--- src/rtl/pbr_pkg.sv ---
// Package for the point-to-box range test.
// Holds the word width, lane count, pipeline depth and the lane result type.
// No dependencies.
package pbr_pkg;

    localparam int WORD_W  = 32;
    localparam int LANE_N  = 3;
    // Edges from an accepted transaction to its result strobe.
    localparam int LATENCY = 7;

    // What one axis lane hands to the merging stage.
    typedef struct packed {
        logic [WORD_W-1:0] term;
        logic              outside;
    } lane_out_t;

endpackage

--- src/rtl/pbr_merge.sv ---
// Merging stage: sums the lane terms and compares against the squared reach.
// Depends on pbr_pkg. The reach path is pipelined to meet the lane results.
module pbr_merge
    import pbr_pkg::*;
#(
    parameter int FRAC_BITS = 12
)
(
    input  logic                     clk,
    input  logic                     rst_n,
    input  logic signed [WORD_W-1:0] reach,
    input  lane_out_t                lanes [LANE_N],
    output logic                     in_range
);

    localparam int SQ_W = 2 * WORD_W;

    logic signed [WORD_W-1:0] reach1_reg, reach2_reg;
    logic [WORD_W-1:0]        rp1_reg;
    logic                     nn3_reg, nn4_reg, nn5_reg, nn6_reg;
    logic [SQ_W-1:0]          rsq4_reg, rsq5_reg, rsq6_reg;
    logic [WORD_W-1:0]        sum_reg;
    logic                     outside_reg;
    logic                     in_range_reg, in_range_next;
    logic [SQ_W-1:0]          radicand;

    // Reach side: floor(sqrt(n)) <= r exactly when (r + 1)^2 > n for r >= 0.
    always_ff @(posedge clk)
    begin
        reach1_reg <= reach;
        reach2_reg <= reach1_reg;
        rp1_reg    <= WORD_W'(reach2_reg) + WORD_W'(1);
        nn3_reg    <= !reach2_reg[WORD_W-1];
        rsq4_reg   <= SQ_W'(rp1_reg) * SQ_W'(rp1_reg);
        nn4_reg    <= nn3_reg;
        rsq5_reg   <= rsq4_reg;
        nn5_reg    <= nn4_reg;
        rsq6_reg   <= rsq5_reg;
        nn6_reg    <= nn5_reg;
    end

    // Sum of terms, wrapping at 32 bits, and whether any axis lies outside.
    always_ff @(posedge clk)
    begin
        sum_reg     <= lanes[0].term + lanes[1].term + lanes[2].term;
        outside_reg <= lanes[0].outside | lanes[1].outside | lanes[2].outside;
    end

    assign radicand = SQ_W'(sum_reg) << FRAC_BITS;

    // Decision: inside, negative reach, zero root, or the squared compare.
    always_comb
    begin
        if (!outside_reg)
            in_range_next = 1'b1;
        else if (!nn6_reg)
            in_range_next = 1'b0;
        else if (sum_reg[WORD_W-1] || (sum_reg == '0))
            in_range_next = 1'b1;
        else
            in_range_next = (rsq6_reg > radicand);
    end

    always_ff @(posedge clk)
    begin
        in_range_reg <= in_range_next;
    end

    assign in_range = in_range_reg;

    // A point inside the box is always in range.
    a_inside: assert property (@(posedge clk) disable iff (!rst_n)
        !outside_reg |=> in_range_reg)
        else $error("inside point reported out of range");

    // A negative reach never covers a point outside the box.
    a_neg_reach: assert property (@(posedge clk) disable iff (!rst_n)
        (outside_reg && !nn6_reg) |=> !in_range_reg)
        else $error("negative reach reported in range");

    // A non-positive sum gives a zero root, which any non-negative reach covers.
    a_zero_root: assert property (@(posedge clk) disable iff (!rst_n)
        (outside_reg && nn6_reg && (sum_reg[WORD_W-1] || (sum_reg == '0)))
        |=> in_range_reg)
        else $error("zero root with non-negative reach reported out of range");

endmodule
--- config.mk ---
export PLATFORM = sky130hd
export DESIGN_NAME = pbr_merge
export DESIGN_NICKNAME = d
export VERILOG_FILES = /design/src/rtl/pbr_pkg.sv /design/src/rtl/pbr_merge.sv
export SDC_FILE = /design/constraint.sdc
export NUM_CORES = 2
export LEC_CHECK = 0
export ABC_AREA = 1
export BUFFER_PORTS_ARGS = -buffer_cell sky130_fd_sc_hd__buf_4
export CORE_UTILIZATION = 50
export DETAILED_ROUTE_END_ITERATION = 7
export GPL_TIMING_DRIVEN = 0
export HOLD_SLACK_MARGIN = 0.02
export PLACE_DENSITY = 0.66
export SYNTH_ARGS = -nofsm -noshare
export SYNTH_HDL_FRONTEND = slang
export SYNTH_SLANG_ARGS = --single-unit
--- constraint.sdc ---
create_clock -name clk -period 8.2 [get_ports clk]
set_input_delay 0.41 -clock clk [delete_from_list [all_inputs] [get_ports clk]]
set_output_delay 0.41 -clock clk [all_outputs]
set_load 0.01 [all_outputs]
==> metrics.csv <==
stage,metric,value,unit
global_routing,GRT overflow,0,
clock_network,CTS tree,yes,
run,MaxCap Viol Count,0,
detailed_routing,WL final,120700,um
final_layout,FF+latch area,0.006470,mm^2
synth,"EDFF count, synth",0,
worst_setup_path,crit path DAT,8.67,ns
worst_setup_path,FF-to-FF End,rsq4_reg[59]$_DFF_P_,
placement,port bufs,132,
worst_setup_path,CP max FO,10,
synth,sequential share of the synthesized area,15.49,%
clock_network,setup bufs post-CTS,0,
sta,WHS,0.2407,ns
synth,Cell variety after synth,42,
sta,Peak Freq,0.1223,GHz
synth,Post-synth ARST share,0,%
detailed_routing,Pre-antenna DRT Iters,6,
sta,max-slew violations,0,
synth,Yosys reg bits,323,
synth,Post-Syn Instances,4855,
worst_setup_path,CP Launch Type,flip-flop,
worst_setup_path,WS Path Type,reg2reg,
worst_setup_path,crit path cell chain,clkbuf_1 -> nand2_1 -> inv_1 -> fa_1 -> fa_1 -> inv_1 -> fa_1 -> fa_1 -> inv_1 -> fa_1 -> fa_1 -> fa_1 -> fa_1 -> ha_1 -> a21oi_1 -> o21ai_0 -> a21oi_1 -> nand3_2 -> nand2_1 -> nand3b_1 -> nand2_1 -> nand2_1,
die,width of the die,291.0,um
worst_setup_path,CP required,8.69,ns
detailed_routing,via count,31400,
final_layout,fill count,7660,
worst_setup_path,reg2reg path depth,22,
synth,ranking of synthesized cells by area,"fa_1 40%, dfxtp_1 15%, inv_1 13%",
sta,Slew @ Worst Pin,1.292,ns
worst_setup_path,crit end category,flip-flop,
sta,"Hold Vio Cnt, Final",0,
min_path,hold path start,lanes[68],
global_routing,largest net degree at the start of global routing,20,
global_routing,gr usage total,29.78,%
die,row count,105,
worst_setup_path,max incr delay on CP,0.90,ns
worst_setup_path,r2r setup slk,0.02,ns
sta,slew margin rel.,13.89,%
worst_setup_path,Critical R2R Launch,rp1_reg[23]$_DFF_P_,
status,status,"finished, final reports clean",
detailed_routing,vias per inst,5.104,
die,Die ar.,0.08465,mm^2
sta,Setup-failing EPs final,0,
min_path,Hold Path Class,in2reg,
synth,Mapped Nets,6175,
global_routing,vias in the first global route,33430,
detailed_routing,DR iter-0 viols,2089,
clock_network,H-tree Lvls,2,
final_layout,Area Overhead vs Synth,9.579,%
detailed_routing,WL/cell,19.62,um
die,Initial Utilization,50.68,%
clock_network,"Reg clk slew, reported paths",0.06,ns
worst_setup_path,Crit path top cell by count,fa_1,
synth,Yosys top cell area share,39.51,%
sta,Tcrit/Tclk final,99.71,%
synth,synth warn,0,
sta,clock skew,0.05844,ns
sta,minimum clock period,8.176,ns
die,Die Ht,291.0,um
final_layout,area of the multi-input gates,0.02952,mm^2
synth,mapped cell area,0.04175,mm^2
die,Core Area,0.08237,mm^2
placement,DPL Wire Length,102100,um
clock_network,Clock Sinks,323,
synth,Mean Syn Cell Area,8.599,um^2
global_routing,first-pass GRT wire length,190100,um
detailed_routing,Final ANT Viol Nets,0,
detailed_routing,drt drc,0,
clock_network,total CTS buffers,35,
min_path,worst hold path cell count,3,
synth,Synth Flop Type,dfxtp_1,
final_layout,nets,6376,
synth,"area leader, netlist",fa_1,
die,num ports,134,
global_routing,initial antenna violation count,2,
final_layout,layout cells sized above 1,6.063,%
clock_network,worst-skew pair later-pin latency,0.60,ns
clock_network,clk buf depth,3,
clock_network,clock root cell,clkbuf_16,
min_path,Hold Path Sink,sum_reg[1]$_DFF_P_,
worst_setup_path,CP max-delay cell,clkbuf_1,
placement,placer congestion estimate,0.9821,
[critical path, delay by kind of cell, from the launching register on]
family | cells | cell delay [ns]
fa+ha+maj | 9 | 4.43
buf+inv | 4 | 1.12
compound gates | 3 | 0.97
simple gates | 6 | 0.89
flops | 1 | 0.70
[cells in the mapped netlist, drive strengths merged, types with 15 or more instances]
cell,number
nand4,35
nor4,15
xor2,97
clkbuf,90
nor2,201
dfxtp,323
ha,363
o21ai,74
a21o,15
fa,824
xnor2,33
nand2,1026
nand3,90
a21oi,140
nor3,29
inv,1428
o21bai,25
[metal layers]
metal	global-route usage, %	up-vias	routed length [um]
met5	0	-	23
met4	13.34	4	6441
met3	5.765	292	10780
met2	48.47	1218	54940
met1	38.57	15460	48530
li1	-	14420	-
[how the worst max path moves through the flow]
stage	cells after the start	endpoint	slack (ns)	startpoint
2_1_floorplan	26	rsq4_reg[56]$_DFF_P_	1.63	rp1_reg[14]$_DFF_P_
3_3_place_gp	23	rsq4_reg[59]$_DFF_P_	-0.58	rp1_reg[19]$_DFF_P_
3_5_place_dp	25	rsq4_reg[61]$_DFF_P_	-0.58	rp1_reg[19]$_DFF_P_
4_1_cts	26	rsq4_reg[40]$_DFF_P_	0.003	rp1_reg[4]$_DFF_P_
5_1_grt	24	rsq4_reg[45]$_DFF_P_	-0.007	rp1_reg[10]$_DFF_P_
6_report	22	rsq4_reg[59]$_DFF_P_	0.02	rp1_reg[23]$_DFF_P_
[per-stage QoR]
step | util [%] | instance area (um^2) | worst slack, ns | cells | setup TNS [ns]
4_1_cts | 55.48 | 45700 | 0.002831 | 6151 | 0
5_1_grt | 55.53 | 45740 | -0.006964 | 6150 | -0.006964
3_5_place_dp | 53.51 | 44080 | -0.5766 | 6057 | -14.91
3_3_place_gp | 53.51 | 44080 | -0.5848 | 6057 | -15.19
2_1_floorplan | - | 41750 | 1.627 | 4855 | 0
6_report | 55.54 | 45750 | 0.02397 | 6152 | 0
[cells in the final DEF (no fill, tap or decap), drive strengths merged]
cell	synthesis	final
ha	363	363
buf	14	140
a31o	6	6
or3	1	1
dlygate4sd3	0	34
a31oi	6	6
nand2	1026	1026
or2	6	6
nor4	15	15
o21a	5	5
nand3	90	90
fa	824	824
xnor2	33	33
dfxtp	323	323
clkdlybuf4s15	0	6
inv	1428	1431
o21ai	74	74
a21o	15	15
bufinv	0	4
o21bai	25	25
clkinv	3	9
nand4	35	35
nand3b	6	6
a21oi	140	140
nor2	201	201
clkbuf	90	136
xor2	97	97
diode	0	2
nor3	29	29
[kinds of logic (layout without fill, tap and decap cells)]
family | after synthesis | count (layout) | share of synthesized area, %
adder cells (fa/ha/maj) | 1187 | 1187 | 50.39
other | 0 | 2 | 0
AO/OA/AOI/OAI | 271 | 271 | 3.617
XOR/XNOR | 130 | 130 | 2.727
flip-flops | 323 | 323 | 15.49
AND/OR/NAND/NOR | 1409 | 1409 | 13.97
buffers and inverters | 1535 | 1760 | 13.81
[final cells by class]
cell class	count	share of cell area, %
well taps	1070	2.927
plain buffers	102	1.039
inverters	1431	11.74
repair buffers	166	2.910
diodes	2	0.01094
clock buffers	48	2.196
flip-flops and latches	323	14.14
multi-input cells	2997	64.52
clock inverters	13	0.5060
[what timing repair did]
item	4_1_cts	5_1_grt
setup endpoints to repair	45	44
hold buffers	34	0
endpoints found under the hold margin	33	0
resized for setup	19	74
Power is left out: the tool's default activity adds up to more than one toggle a clock period on the data nets, which glitch-free logic cannot reach.
